**config.mk**
```make
export PLATFORM = sky130hd
export DESIGN_NAME = counter_sequence_link_checker_top_flat
export DESIGN_NICKNAME = d
export VERILOG_FILES = /design/src/hw/rtl/csl_pkg.sv /design/src/hw/rtl/csl_req_if.sv /design/src/hw/rtl/csl_rsp_if.sv /design/src/hw/rtl/csl_csr_if.sv /design/src/hw/rtl/csl_cfg_regs.sv /design/src/hw/rtl/csl_run_tracker.sv /design/src/hw/rtl/csl_out_stage.sv /design/src/hw/rtl/counter_sequence_link_checker_top.sv /design/src/flat_wrapper.sv
export SDC_FILE = /design/constraint.sdc
export NUM_CORES = 1
export LEC_CHECK = 0
export ABC_AREA = 0
export BUFFER_PORTS_ARGS = -buffer_cell sky130_fd_sc_hd__buf_4
export CAP_MARGIN = 20
export CORE_ASPECT_RATIO = 0.75
export CORE_MARGIN = 2
export CORE_UTILIZATION = 45
export DETAILED_ROUTE_END_ITERATION = 7
export PLACE_DENSITY_LB_ADDON = 0.25
export SLEW_MARGIN = 20
export SYNTH_ARGS = -nofsm -noshare
export SYNTH_HDL_FRONTEND = slang
export SYNTH_SLANG_ARGS = --single-unit
```
**constraint.sdc**
```tcl
create_clock -name clock -period 16.08 [get_ports clock]
set_input_delay 1.608 -clock clock [delete_from_list [all_inputs] [get_ports clock]]
set_output_delay 1.608 -clock clock [all_outputs]
set_load 0.05 [all_outputs]
```
**src/hw/rtl/csl_pkg.sv**
```systemverilog
// Shared types and constants for the counter sequence link checker.
`timescale 1ns / 1ps
package csl_pkg;

   localparam int unsigned CSR_INDEX_W = 2;
   localparam int unsigned CSR_DATA_W  = 32;

   // register indexes on the configuration channel
   localparam logic [CSR_INDEX_W-1:0] CSR_ACK_WINDOW  = 2'd0;
   localparam logic [CSR_INDEX_W-1:0] CSR_QUIET_LIMIT = 2'd1;
   localparam logic [CSR_INDEX_W-1:0] CSR_DEAD_LIMIT  = 2'd2;

   localparam logic [15:0] ACK_WINDOW_RESET  = 16'd0;
   localparam logic [31:0] QUIET_LIMIT_RESET = 32'd300000;
   localparam logic [31:0] DEAD_LIMIT_RESET  = 32'd5000000;

   // a stamp is retaken whenever the byte count is a multiple of 64
   localparam int unsigned STAMP_BITS = 6;

   localparam logic KIND_BYTE  = 1'b0;
   localparam logic KIND_TICK  = 1'b1;
   localparam logic REPORT_ACK = 1'b0;
   localparam logic REPORT_END = 1'b1;

   typedef struct packed {
      logic [15:0] ack_window;
      logic [31:0] quiet_limit;
      logic [31:0] dead_limit;
   } csl_cfg_type;

   typedef struct packed {
      logic        report_kind;
      logic [31:0] total_bytes;
      logic [31:0] elapsed_ticks;
      logic [31:0] mismatches;
   } csl_result_type;

endpackage

```
**src/hw/rtl/csl_req_if.sv**
```systemverilog
// Request channel: received byte or timebase tick.
`timescale 1ns / 1ps
interface csl_req_if;
   logic       valid;
   logic       ready;
   logic       kind;
   logic [7:0] rx_byte;

   modport source (output valid, output kind, output rx_byte, input ready);
   modport sink   (input valid, input kind, input rx_byte, output ready);
endinterface

```
**src/hw/rtl/csl_rsp_if.sv**
```systemverilog
// Result channel: window acknowledges and end of run reports.
`timescale 1ns / 1ps
interface csl_rsp_if;
   logic        valid;
   logic        ready;
   logic        report_kind;
   logic [31:0] total_bytes;
   logic [31:0] elapsed_ticks;
   logic [31:0] mismatches;

   modport source (output valid, output report_kind, output total_bytes,
                   output elapsed_ticks, output mismatches, input ready);
   modport sink   (input valid, input report_kind, input total_bytes,
                   input elapsed_ticks, input mismatches, output ready);
endinterface

```
**src/hw/rtl/csl_csr_if.sv**
```systemverilog
// Configuration write channel.
`timescale 1ns / 1ps
interface csl_csr_if;
   logic                             valid;
   logic                             ready;
   logic [csl_pkg::CSR_INDEX_W-1:0]  index;
   logic [csl_pkg::CSR_DATA_W-1:0]   data;

   modport source (output valid, output index, output data, input ready);
   modport sink   (input valid, input index, input data, output ready);
endinterface

```
**src/hw/rtl/csl_cfg_regs.sv**
```systemverilog
// Configuration registers: window and idle limits.
`timescale 1ns / 1ps
module csl_cfg_regs (
   input  logic                            clock,
   input  logic                            reset,
   input  logic                            wr_en,
   input  logic [csl_pkg::CSR_INDEX_W-1:0] wr_index,
   input  logic [csl_pkg::CSR_DATA_W-1:0]  wr_data,
   output csl_pkg::csl_cfg_type            cfg
);

   csl_pkg::csl_cfg_type cfg_ff;
   csl_pkg::csl_cfg_type cfg_in;

   always_comb begin
      cfg_in = cfg_ff;
      if (wr_en) begin
         case (wr_index)
            csl_pkg::CSR_ACK_WINDOW:  cfg_in.ack_window  = wr_data[15:0];
            csl_pkg::CSR_QUIET_LIMIT: cfg_in.quiet_limit = wr_data;
            csl_pkg::CSR_DEAD_LIMIT:  cfg_in.dead_limit  = wr_data;
            default:                  cfg_in = cfg_ff;   // unused index
         endcase
      end
   end

   always_ff @(posedge clock) begin
      if (reset) begin
         cfg_ff.ack_window  <= csl_pkg::ACK_WINDOW_RESET;
         cfg_ff.quiet_limit <= csl_pkg::QUIET_LIMIT_RESET;
         cfg_ff.dead_limit  <= csl_pkg::DEAD_LIMIT_RESET;
      end else begin
         cfg_ff <= cfg_in;
      end
   end

   assign cfg = cfg_ff;

endmodule

```
**src/hw/rtl/csl_run_tracker.sv**
```systemverilog
// Run state: sequence check, counters, stamps, window and idle detection.
`timescale 1ns / 1ps
module csl_run_tracker (
   input  logic                     clock,
   input  logic                     reset,
   input  logic                     item_en,
   input  logic                     kind,
   input  logic [7:0]               rx_byte,
   input  csl_pkg::csl_cfg_type     cfg,
   output logic                     res_valid,
   output csl_pkg::csl_result_type  res
);

   logic [7:0]  expected_ff,  expected_in;
   logic [31:0] bytes_ff,     bytes_in;
   logic [31:0] mism_ff,      mism_in;
   logic [15:0] progress_ff,  progress_in;
   logic [31:0] time_ff,      time_in;
   logic [31:0] first_ff,     first_in;
   logic [31:0] last_ff,      last_in;

   logic [31:0] bytes_inc;
   logic [15:0] progress_inc;
   logic [31:0] time_inc;
   logic [31:0] idle;
   logic [31:0] limit;

   assign bytes_inc    = bytes_ff + 32'd1;
   assign progress_inc = progress_ff + 16'd1;
   assign time_inc     = time_ff + 32'd1;
   assign idle         = time_inc - last_ff;
   assign limit        = (bytes_ff != 32'd0) ? cfg.quiet_limit : cfg.dead_limit;

   always_comb begin
      expected_in = expected_ff;
      bytes_in    = bytes_ff;
      mism_in     = mism_ff;
      progress_in = progress_ff;
      time_in     = time_ff;
      first_in    = first_ff;
      last_in     = last_ff;
      res_valid   = 1'b0;
      res.report_kind   = csl_pkg::REPORT_ACK;
      res.total_bytes   = bytes_inc;
      res.elapsed_ticks = 32'd0;
      res.mismatches    = 32'd0;

      if (item_en) begin
         if (kind == csl_pkg::KIND_BYTE) begin
            if (rx_byte != expected_ff) begin
               mism_in = mism_ff + 32'd1;
            end
            expected_in = rx_byte + 8'd1;
            bytes_in    = bytes_inc;
            if (bytes_inc == 32'd1) begin
               first_in = time_ff;
               last_in  = time_ff;
            end else if (bytes_inc[csl_pkg::STAMP_BITS-1:0] == '0) begin
               last_in = time_ff;
            end
            if (cfg.ack_window != 16'd0) begin
               if (progress_inc >= cfg.ack_window) begin
                  progress_in = 16'd0;
                  res_valid   = 1'b1;
               end else begin
                  progress_in = progress_inc;
               end
            end
         end else begin
            time_in = time_inc;
            if (idle > limit) begin
               res_valid         = 1'b1;
               res.report_kind   = csl_pkg::REPORT_END;
               res.total_bytes   = bytes_ff;
               res.elapsed_ticks = last_ff - first_ff;
               res.mismatches    = mism_ff;
               // clear the run; time keeps counting
               expected_in = 8'd0;
               bytes_in    = 32'd0;
               mism_in     = 32'd0;
               progress_in = 16'd0;
               first_in    = 32'd0;
               last_in     = time_inc;
            end
         end
      end
   end

   always_ff @(posedge clock) begin
      if (reset) begin
         expected_ff <= 8'd0;
         bytes_ff    <= 32'd0;
         mism_ff     <= 32'd0;
         progress_ff <= 16'd0;
         time_ff     <= 32'd0;
         first_ff    <= 32'd0;
         last_ff     <= 32'd0;
      end else begin
         expected_ff <= expected_in;
         bytes_ff    <= bytes_in;
         mism_ff     <= mism_in;
         progress_ff <= progress_in;
         time_ff     <= time_in;
         first_ff    <= first_in;
         last_ff     <= last_in;
      end
   end

endmodule

```
**src/hw/rtl/csl_out_stage.sv**
```systemverilog
// Result register with valid/ready toward the receiver.
`timescale 1ns / 1ps
module csl_out_stage (
   input  logic                     clock,
   input  logic                     reset,
   input  logic                     load_en,
   input  logic                     load_valid,
   input  csl_pkg::csl_result_type  load_data,
   input  logic                     out_ready,
   output logic                     out_valid,
   output csl_pkg::csl_result_type  out_data,
   output logic                     can_load
);

   logic                     valid_ff, valid_in;
   csl_pkg::csl_result_type  data_ff,  data_in;

   // free when empty or when the held result leaves this cycle
   assign can_load = !valid_ff || out_ready;

   always_comb begin
      valid_in = valid_ff;
      data_in  = data_ff;
      if (load_en) begin
         valid_in = load_valid;
         data_in  = load_data;
      end else if (out_ready) begin
         valid_in = 1'b0;
      end
   end

   always_ff @(posedge clock) begin
      if (reset) begin
         valid_ff <= 1'b0;
      end else begin
         valid_ff <= valid_in;
      end
   end

   always_ff @(posedge clock) begin
      data_ff <= data_in;
   end

   assign out_valid = valid_ff;
   assign out_data  = data_ff;

endmodule

```
**src/hw/rtl/counter_sequence_link_checker_top.sv**
```systemverilog
// Top level of the counter sequence link checker.
`timescale 1ns / 1ps
// Checks a received byte stream that should count up by one, modulo 256.
// req_ch carries one request per handshake: a received byte (kind 0) or one
// microsecond timebase tick (kind 1). rsp_ch carries window acknowledges
// (report_kind 0, byte count only) and end of run reports (report_kind 1,
// byte count, ticks between first and last stamp, mismatch count).
// csr_ch writes ack_window (index 0), quiet_limit (1) and dead_limit (2);
// other indexes are dropped. Writes are always taken; change them only while
// no request is in flight.
// Latency: a result shows on rsp_ch the cycle after its request is taken.
// Throughput: one request per cycle while req_ch.ready is high (see Stall);
// the per-request work is a short chain of 32-bit increment, subtract and
// compare in front of the run state and result register.
// A request that makes no result still reloads the result register and leaves it empty.
// Stall: the result register accepts a new request whenever it is empty or
// its result is taken in the same cycle, so req_ch.ready drops only while a
// result waits and rsp_ch.ready is low.
// Reset (synchronous, active high) clears the run state, the time counter
// and the result register, and loads the register reset values.
module counter_sequence_link_checker_top (
   input  logic       clock,
   input  logic       reset,
   csl_req_if.sink    req_ch,
   csl_rsp_if.source  rsp_ch,
   csl_csr_if.sink    csr_ch
);

   csl_pkg::csl_cfg_type     cfg;
   csl_pkg::csl_result_type  res;
   csl_pkg::csl_result_type  out_data;
   logic                     res_valid;
   logic                     can_load;
   logic                     req_fire;

   assign csr_ch.ready = 1'b1;
   assign req_ch.ready = can_load;
   assign req_fire     = req_ch.valid && can_load;

   csl_cfg_regs u_cfg (
      .clock    (clock),
      .reset    (reset),
      .wr_en    (csr_ch.valid),
      .wr_index (csr_ch.index),
      .wr_data  (csr_ch.data),
      .cfg      (cfg)
   );

   csl_run_tracker u_tracker (
      .clock     (clock),
      .reset     (reset),
      .item_en   (req_fire),
      .kind      (req_ch.kind),
      .rx_byte   (req_ch.rx_byte),
      .cfg       (cfg),
      .res_valid (res_valid),
      .res       (res)
   );

   // a taken request always reloads the result register, empty or not
   csl_out_stage u_out (
      .clock      (clock),
      .reset      (reset),
      .load_en    (req_fire),
      .load_valid (res_valid),
      .load_data  (res),
      .out_ready  (rsp_ch.ready),
      .out_valid  (rsp_ch.valid),
      .out_data   (out_data),
      .can_load   (can_load)
   );

   assign rsp_ch.report_kind   = out_data.report_kind;
   assign rsp_ch.total_bytes   = out_data.total_bytes;
   assign rsp_ch.elapsed_ticks = out_data.elapsed_ticks;
   assign rsp_ch.mismatches    = out_data.mismatches;

endmodule

```
**src/flat_wrapper.sv**
```systemverilog
// flat-port wrapper written by rule: the top's interface ports become plain ports
module counter_sequence_link_checker_top_flat 
  (clock, reset, req_ch_valid, req_ch_kind, req_ch_rx_byte, req_ch_ready, rsp_ch_valid, rsp_ch_report_kind, rsp_ch_total_bytes, rsp_ch_elapsed_ticks, rsp_ch_mismatches, rsp_ch_ready, csr_ch_valid, csr_ch_index, csr_ch_data, csr_ch_ready);
  csl_req_if req_ch_i ();
  csl_rsp_if rsp_ch_i ();
  csl_csr_if csr_ch_i ();
  input  logic clock;
  input  logic reset;
  input wire logic [$bits(req_ch_i.valid)-1:0] req_ch_valid;
  input wire logic [$bits(req_ch_i.kind)-1:0] req_ch_kind;
  input wire logic [$bits(req_ch_i.rx_byte)-1:0] req_ch_rx_byte;
  output wire logic [$bits(req_ch_i.ready)-1:0] req_ch_ready;
  output wire logic [$bits(rsp_ch_i.valid)-1:0] rsp_ch_valid;
  output wire logic [$bits(rsp_ch_i.report_kind)-1:0] rsp_ch_report_kind;
  output wire logic [$bits(rsp_ch_i.total_bytes)-1:0] rsp_ch_total_bytes;
  output wire logic [$bits(rsp_ch_i.elapsed_ticks)-1:0] rsp_ch_elapsed_ticks;
  output wire logic [$bits(rsp_ch_i.mismatches)-1:0] rsp_ch_mismatches;
  input wire logic [$bits(rsp_ch_i.ready)-1:0] rsp_ch_ready;
  input wire logic [$bits(csr_ch_i.valid)-1:0] csr_ch_valid;
  input wire logic [$bits(csr_ch_i.index)-1:0] csr_ch_index;
  input wire logic [$bits(csr_ch_i.data)-1:0] csr_ch_data;
  output wire logic [$bits(csr_ch_i.ready)-1:0] csr_ch_ready;
  assign req_ch_i.valid = req_ch_valid;
  assign req_ch_i.kind = req_ch_kind;
  assign req_ch_i.rx_byte = req_ch_rx_byte;
  assign req_ch_ready = req_ch_i.ready;
  assign rsp_ch_valid = rsp_ch_i.valid;
  assign rsp_ch_report_kind = rsp_ch_i.report_kind;
  assign rsp_ch_total_bytes = rsp_ch_i.total_bytes;
  assign rsp_ch_elapsed_ticks = rsp_ch_i.elapsed_ticks;
  assign rsp_ch_mismatches = rsp_ch_i.mismatches;
  assign rsp_ch_i.ready = rsp_ch_ready;
  assign csr_ch_i.valid = csr_ch_valid;
  assign csr_ch_i.index = csr_ch_index;
  assign csr_ch_i.data = csr_ch_data;
  assign csr_ch_ready = csr_ch_i.ready;
  counter_sequence_link_checker_top u_core (.clock(clock), .reset(reset), .req_ch(req_ch_i), .rsp_ch(rsp_ch_i), .csr_ch(csr_ch_i));
endmodule
```
=== Yosys cells after proc, flatten, opt, wreduce, memory -nomap -nowiden ===
Index checks and enable logic that the tools add are counted.

* Logic and storage cells: 76
* Output and inout port bits: 100
* Bits of input ports: 48
* Register bits: 362

* Order comparisons: 2
* Add/sub/neg operators: 7
* Equality and inequality tests: 5
* Multiplexer cells: 25
* Reduce and logical (&&, ||, !) cells: 22

{| class="wikitable"
|+ Operator list
! cell !! count
|-
| $mux W32 || 11
|-
| $mux W97 || 1
|-
| $add A32 B1 Y32 const B || 3
|-
| $mux W96 || 1
|-
| $mux W16 || 4
|-
| $sub A32 B32 Y32 || 2
|-
| $eq A32 B1 Y1 const B || 1
|-
| $gt A32 B32 Y1 || 1
|-
| $reduce_bool A32 Y1 || 1
|-
| $add A16 B1 Y16 const B || 1
|-
| $ge A16 B16 Y1 || 1
|-
| $mux W8 || 2
|-
| $reduce_bool A16 Y1 || 1
|-
| $reduce_and A2 Y1 || 6
|-
| $reduce_and A3 Y1 || 4
|-
| $add A8 B1 Y8 const B || 1
|-
| $ne A8 B8 Y1 || 1
|-
| $reduce_bool A2 Y1 || 4
|-
| $logic_not A6 Y1 || 1
|-
| $mux W1 || 6
|-
| $reduce_bool A3 Y1 || 1
|-
| $eq A2 B1 Y1 const B || 1
|-
| $eq A2 B2 Y1 const B || 1
|-
| $logic_not A2 Y1 || 1
|-
| other kinds (4) || 4
|}

=== Depth between registers and ports, before layout ===
* Word-level depth: 6
* Mapped depth: 28
* Gate-level depth less buffers: 27

=== By module ===
A second synthesis with hierarchy kept.

* Cell total of the unflattened synthesis: 2404
* Area, all modules: 21339.2 µm²

{| class="wikitable"
|+ Modules (own cells, without submodules)
! module !! area an instance (µm²) !! cells each !! instances !! seq. area each (µm²)
|-
| csl_run_tracker || 15070.7 || 1989 || 1 || 3683.5
|-
| csl_cfg_regs || 3284.4 || 311 || 1 || 1601.5
|-
| csl_out_stage || 2966.6 || 101 || 1 || 2932.8
|-
| counter_sequence_link_checker_top || 17.5 || 3 || 1 || 0.0
|}

=== Worst setup path after synthesis ===
OpenSTA, ideal clock, no wires.

* Path kind: reg2reg
* From: register u_core.u_tracker.time_ff[0]
* To: register u_core.u_tracker.progress_ff[10]
* Data arrival time: 5.985 ns
* Period minus slack after synthesis: 6.117 ns
* Slack: 9.963 ns
* Buffers on the path: 2
* Required time: 15.948 ns
* Cell stages (with the launch flop): 28
* Library setup time: 0.132 ns
* Cell sequence: dfxtp_1 > ha_1 > and3_1 > and4_1 > and3_1 > and3_1 > nand3_1 > xnor2_1 > ha_1 > a21oi_1 > o21ai_0 > a21oi_1 > o21ai_0 > o2111ai_1 > nand2_1 > a211o_1 > o41ai_1 > xnor2_1 > ha_1 > nand4_1 > nor4_1 > nand4_1 > o2111ai_2 > nand2_1 > clkbuf_1 > o31ai_1 > clkbuf_1 > a21oi_1

* Word-level cells in the longest chain between the ends: 5

{| class="wikitable"
|+ RTL lines
! item !! line !! text
|-
| start: declaration || csl_run_tracker.sv:18 || <nowiki>logic [31:0] time_ff, time_in;</nowiki>
|-
| start signal: assignment || csl_run_tracker.sv:103 || <nowiki>time_ff <= time_in;</nowiki>
|-
| $add A32 B1 Y32 || csl_run_tracker.sv:30 || <nowiki>assign time_inc = time_ff + 32'd1;</nowiki>
|-
| net u_core.u_tracker.time_inc[16] || csl_run_tracker.sv:24 || <nowiki>logic [31:0] time_inc;</nowiki>
|-
| $sub A32 B32 Y32 || csl_run_tracker.sv:31 || <nowiki>assign idle = time_inc - last_ff;</nowiki>
|-
| $gt A32 B32 Y1 || csl_run_tracker.sv:71 || <nowiki>if (idle > limit) begin</nowiki>
|-
| $ne A2 B1 Y1 (no source line) || n/a ||
|-
| $reduce_and A3 Y1 (no source line) || n/a ||
|-
| end signal: assignment || csl_run_tracker.sv:102 || <nowiki>progress_ff <= progress_in;</nowiki>
|-
| end: declaration || csl_run_tracker.sv:17 || <nowiki>logic [15:0] progress_ff, progress_in;</nowiki>
|}

The timed path passes the listed nets, and every way through them passes these cells.
A chain may end at the register's enable or synchronous reset.

=== Worst setup path in the final report ===
* From: register u_core.u_tracker.time_ff[0]
* To: register u_core.u_tracker.last_ff[29]

* Word-level cells in the longest chain between the ends: 5
* Elaborated cells on any way between the ends: 7
* Those cells by class: add/sub (2); order compare (1); eq/ne (1); mux (2); reduce/logical (1)

{| class="wikitable"
|+ RTL lines
! item !! line !! text
|-
| $add A32 B1 Y32 || csl_run_tracker.sv:30 ||
|-
| net u_core.u_tracker.time_inc[16] || csl_run_tracker.sv:24 ||
|-
| $sub A32 B32 Y32 || csl_run_tracker.sv:31 ||
|-
| $gt A32 B32 Y1 || csl_run_tracker.sv:71 ||
|-
| $ne A2 B1 Y1 (no source line) || n/a ||
|-
| $reduce_and A3 Y1 (no source line) || n/a ||
|-
| end signal: assignment || csl_run_tracker.sv:105 || <nowiki>last_ff <= last_in;</nowiki>
|-
| end: declaration || csl_run_tracker.sv:20 || <nowiki>logic [31:0] last_ff, last_in;</nowiki>
|}

The timed path passes the listed nets, and every way through them passes these cells. The select of a mux whose other input is x is not followed.

==> key figures <==
Run status
  – Status: finished, final reports clean

Timing
  – FMAX: 131 MHz
  – Setup TNS: 0 ns
  – Final min period: 7.64 ns
  – Fin. max-slew vios: 0
  – Slew headroom: 30.7%
  – Setup Skew: 0.0236 ns
  – Final setup violation count: 0
  – RSZ-0062 raised after global routing: false
  – Least-Margin Pin Slew: 1.04 ns
  – Final worst path period share: 47.5%
  – Hold Vio Cnt, Final: 0

Clock network
  – Clock Latency Late Sink: 0.55 ns
  – CTS Hold Buffers Added: 0
  – CTS tree: yes
  – Clock transition at the registers of the reported paths: 0.06 ns
  – Buffers inserted by post-CTS timing repair: 0
  – Number of CTS-inserted buffers: 39
  – Clock root buffer: clkbuf_16
  – Clock Tree Buf Depth: 3
  – Clk sink count: 362
  – Post-cts gate resize count: 0
  – CTS H-Tree Depth: 2

Power
  – Switching pwr: 785 uW
  – Combinational power share: 23.8%
  – Pwr Density: 104 mW/mm^2
  – Leakage Power: 0.00924 uW
  – Power Internal: 1710 uW
  – Clock power frac: 35.5%
  – Max rail drop VDD: 0.0000608 V
  – Net Sw Frac: 31.5%
  – Power share of the sequential group: 40.7%
  – Total power: 2490 uW

Synthesis
  – Number of synthesized flops with an enable pin: 97
  – Async set or reset register ratio after synthesis: 0%
  – Mapped Area: 0.0214 mm^2
  – Cell taking the most area after synthesis: dfxtp_1
  – Synth unique cells: 79
  – Syn avg cell area: 8.43 um^2
  – Primary FF master, synth: dfxtp_1
  – Synth warnings: 0
  – Synth Instances: 2,533
  – Syn Nets: 2,701
  – Yosys reg bits: 362
  – Register area share after synthesis: 38.5%
  – Yosys top cell area share: 24.8%
  – Synth area leaders: dfxtp_1 (25%), edfxtp_1 (14%), ha_1 (6.9%), a21oi_1 (6.0%), nand2_1 (5.3%)

Route
  – DRT Pass-1 Iters: 5
  – Drt total wl: 56.0 mm
  – Drc violations: 0
  – Wire per inst: 17.3 um
  – Iteration-0 DRC count of the detailed router: 1,656
  – DR vias: 18,500
  – Via density: 5.71
  – Post-DRT Antenna Nets: 0

Placed design
  – Routability cong.: 0.863
  – Detail Placement HPWL: 39.0 mm
  – Port Buffers: 146

Floorplanning
  – Die height: 193 um
  – Die X: 256 um
  – Site Rows: 69
  – Initial core utilization: 45.3%
  – Core footprint: 0.0471 mm^2
  – Die ar.: 0.0492 mm^2
  – I/O Pins: 148

Global routing
  – Largest net degree at the start of global routing: 125
  – First-pass GRT wire length: 89.8 mm
  – Overflow after GRT: 0
  – Total track usage: 22.0%
  – Initial antenna violation count: 0
  – Vias in the first global route: 16,800

Setup path
  – WP data arrival: 8.08 ns
  – Setup CP Type: flop to flop
  – CP Max Fanout: 23
  – FF-to-FF setup slack: 8.44 ns
  – Required @ worst endpoint: 16.52 ns
  – Startpoint types: flop
  – CP endpoint kind: flop

Hold path
  – Worst Hold Class: flop to flop

Finish
  – Most common cell after layout, fill and taps aside: nand2_1
  – Fraction of layout cells with a size suffix above 1: 10.9%
  – Final #Nets: 2,735
  – Most frequent cells in the layout: nand2_1 (300), dfxtp_1 (265), a21oi_1 (255), buf_4 (165), nor2_1 (154)
  – # diodes: 0
  – Area grow syn2layout: 12.4%

Flow run
  – Max cap viols: 0
-- cell type report --
| cell class | count | area [um^2] |
|---|---|---|
| clock buffer | 54 | 1120 |
| clock inverter | 18 | 140 |
| fill | 4499 | 23100 |
| inverter | 119 | 449 |
| multi-input combinational | 1877 | 12000 |
| sequential | 362 | 8220 |
| tap | 639 | 800 |
| timing repair buffer | 168 | 1270 |
-- critical path: stages (launching register included) --
cell and delay (ns):
dfxtp_1 0.47, ha_1 0.27, and3_1 0.26, and4_1 0.32, and3_1 0.27, and3_1 0.25, nand3_1 0.18, xnor2_1 0.18
ha_1 0.34, a21oi_1 0.16, o21ai_0 0.09, a21oi_1 0.20, o21ai_0 0.15, o2111ai_1 0.23, nand2_1 0.08, a211o_1 0.28
o41ai_1 0.38, xnor2_1 0.15, ha_1 0.32, nand4_1 0.14, nor4_1 0.29, nand4_1 0.22, nor2_1 0.45, a21oi_1 0.39
nand4_1 0.21, buf_4 0.34, nand3_2 0.50, a211oi_1 0.38
-- state kept, by name, summed over array words and instances, names as in the netlist --
register,cells
u_core.u_tracker.first_ff,32
u_core.u_tracker.expected_ff,8
u_core.u_tracker.time_ff,32
u_core.u_tracker.mism_ff,32
u_core.u_out.out_data,97
u_core.u_out.out_valid,1
u_core.u_tracker.last_ff,32
u_core.u_tracker.bytes_ff,32
u_core.u_tracker.progress_ff,16
u_core.u_cfg.cfg,80
-- cell usage after synthesis (10+ instances only) --
cell type  instances
a211oi_1          23
a21o_1            29
a21oi_1          255
a311oi_2          10
a31oi_1           17
and2_1            49
and3_1            40
and4_1            15
buf_1             14
buf_2             28
clkbuf_1         123
dfxtp_1          265
edfxtp_1          97
ha_1             118
inv_1            117
mux2i_1           37
nand2_1          303
nand3_1          143
nand4_1           46
nor2_1           154
nor2b_1           12
nor3_1            26
nor4_1            37
o21a_1            12
o21ai_0           88
o31ai_1           46
or3_1             57
or4_1             42
xnor2_1          100
xor2_1            87
-- cells by family (layout without fill, tap and decap cells) --
| group | after synthesis | after routing | synth area share (%) |
|---|---|---|---|
| and+or+nand+nor | 974 | 974 | 23.1 |
| AOI/OAI and AO/OA | 557 | 557 | 16.4 |
| DFF | 362 | 362 | 38.5 |
| buffers and inverters | 294 | 359 | 5.54 |
| xor gates and xnor gates | 187 | 187 | 7.67 |
| adders and majority gates | 120 | 120 | 7.10 |
| muxes | 38 | 38 | 1.79 |
| other | 1 | 1 | 0.0176 |
-- power by group through the flow --
stage                     Sequential, uW  Combinational (uW)  Clock (uW)
after global routing                1020                 652         942
after CTS                           1010                 590         903
after global placement              1030                 574           0
after floorplan                     1110                 355           0
final                               1010                 593         886
after detailed placement            1030                 587           0
-- routing by layer --
metal  GRT usage (%)  share of wire, %  wire length, um
met5               0                 0                0
met3            3.59               6.8             3820
met2            31.9                42            23300
met1            34.2                50            28200
met4            4.39               1.3              715
-- path summary, 6_finish.rpt --
| path | from | to | depth (start not counted) |
|---|---|---|---|
| max | u_core.u_tracker.time_ff[0] | u_core.u_tracker.last_ff[29] | 27 |
| min reg2reg | u_core.u_cfg.cfg[13] | u_core.u_cfg.cfg[13] | 2 |
| min | u_core.u_cfg.cfg[13] | u_core.u_cfg.cfg[13] | 2 |
| max reg2reg | u_core.u_tracker.time_ff[0] | u_core.u_tracker.last_ff[29] | 27 |
-- through the flow --
step	hold slack [ns]	instance area (um^2)	instances	setup WS [ns]	utilization (%)
3_3_place_gp	0.441	22700	3164	8.60	48.2
6_report	0.453	24000	3237	8.44	50.9
2_1_floorplan	0.433	21400	2533	9.96	-
5_1_grt	0.471	24000	3237	7.91	50.9
3_5_place_dp	0.446	22700	3164	8.32	48.2
4_1_cts	0.454	24000	3236	8.32	50.9
(Power assumes the default switching activity.)
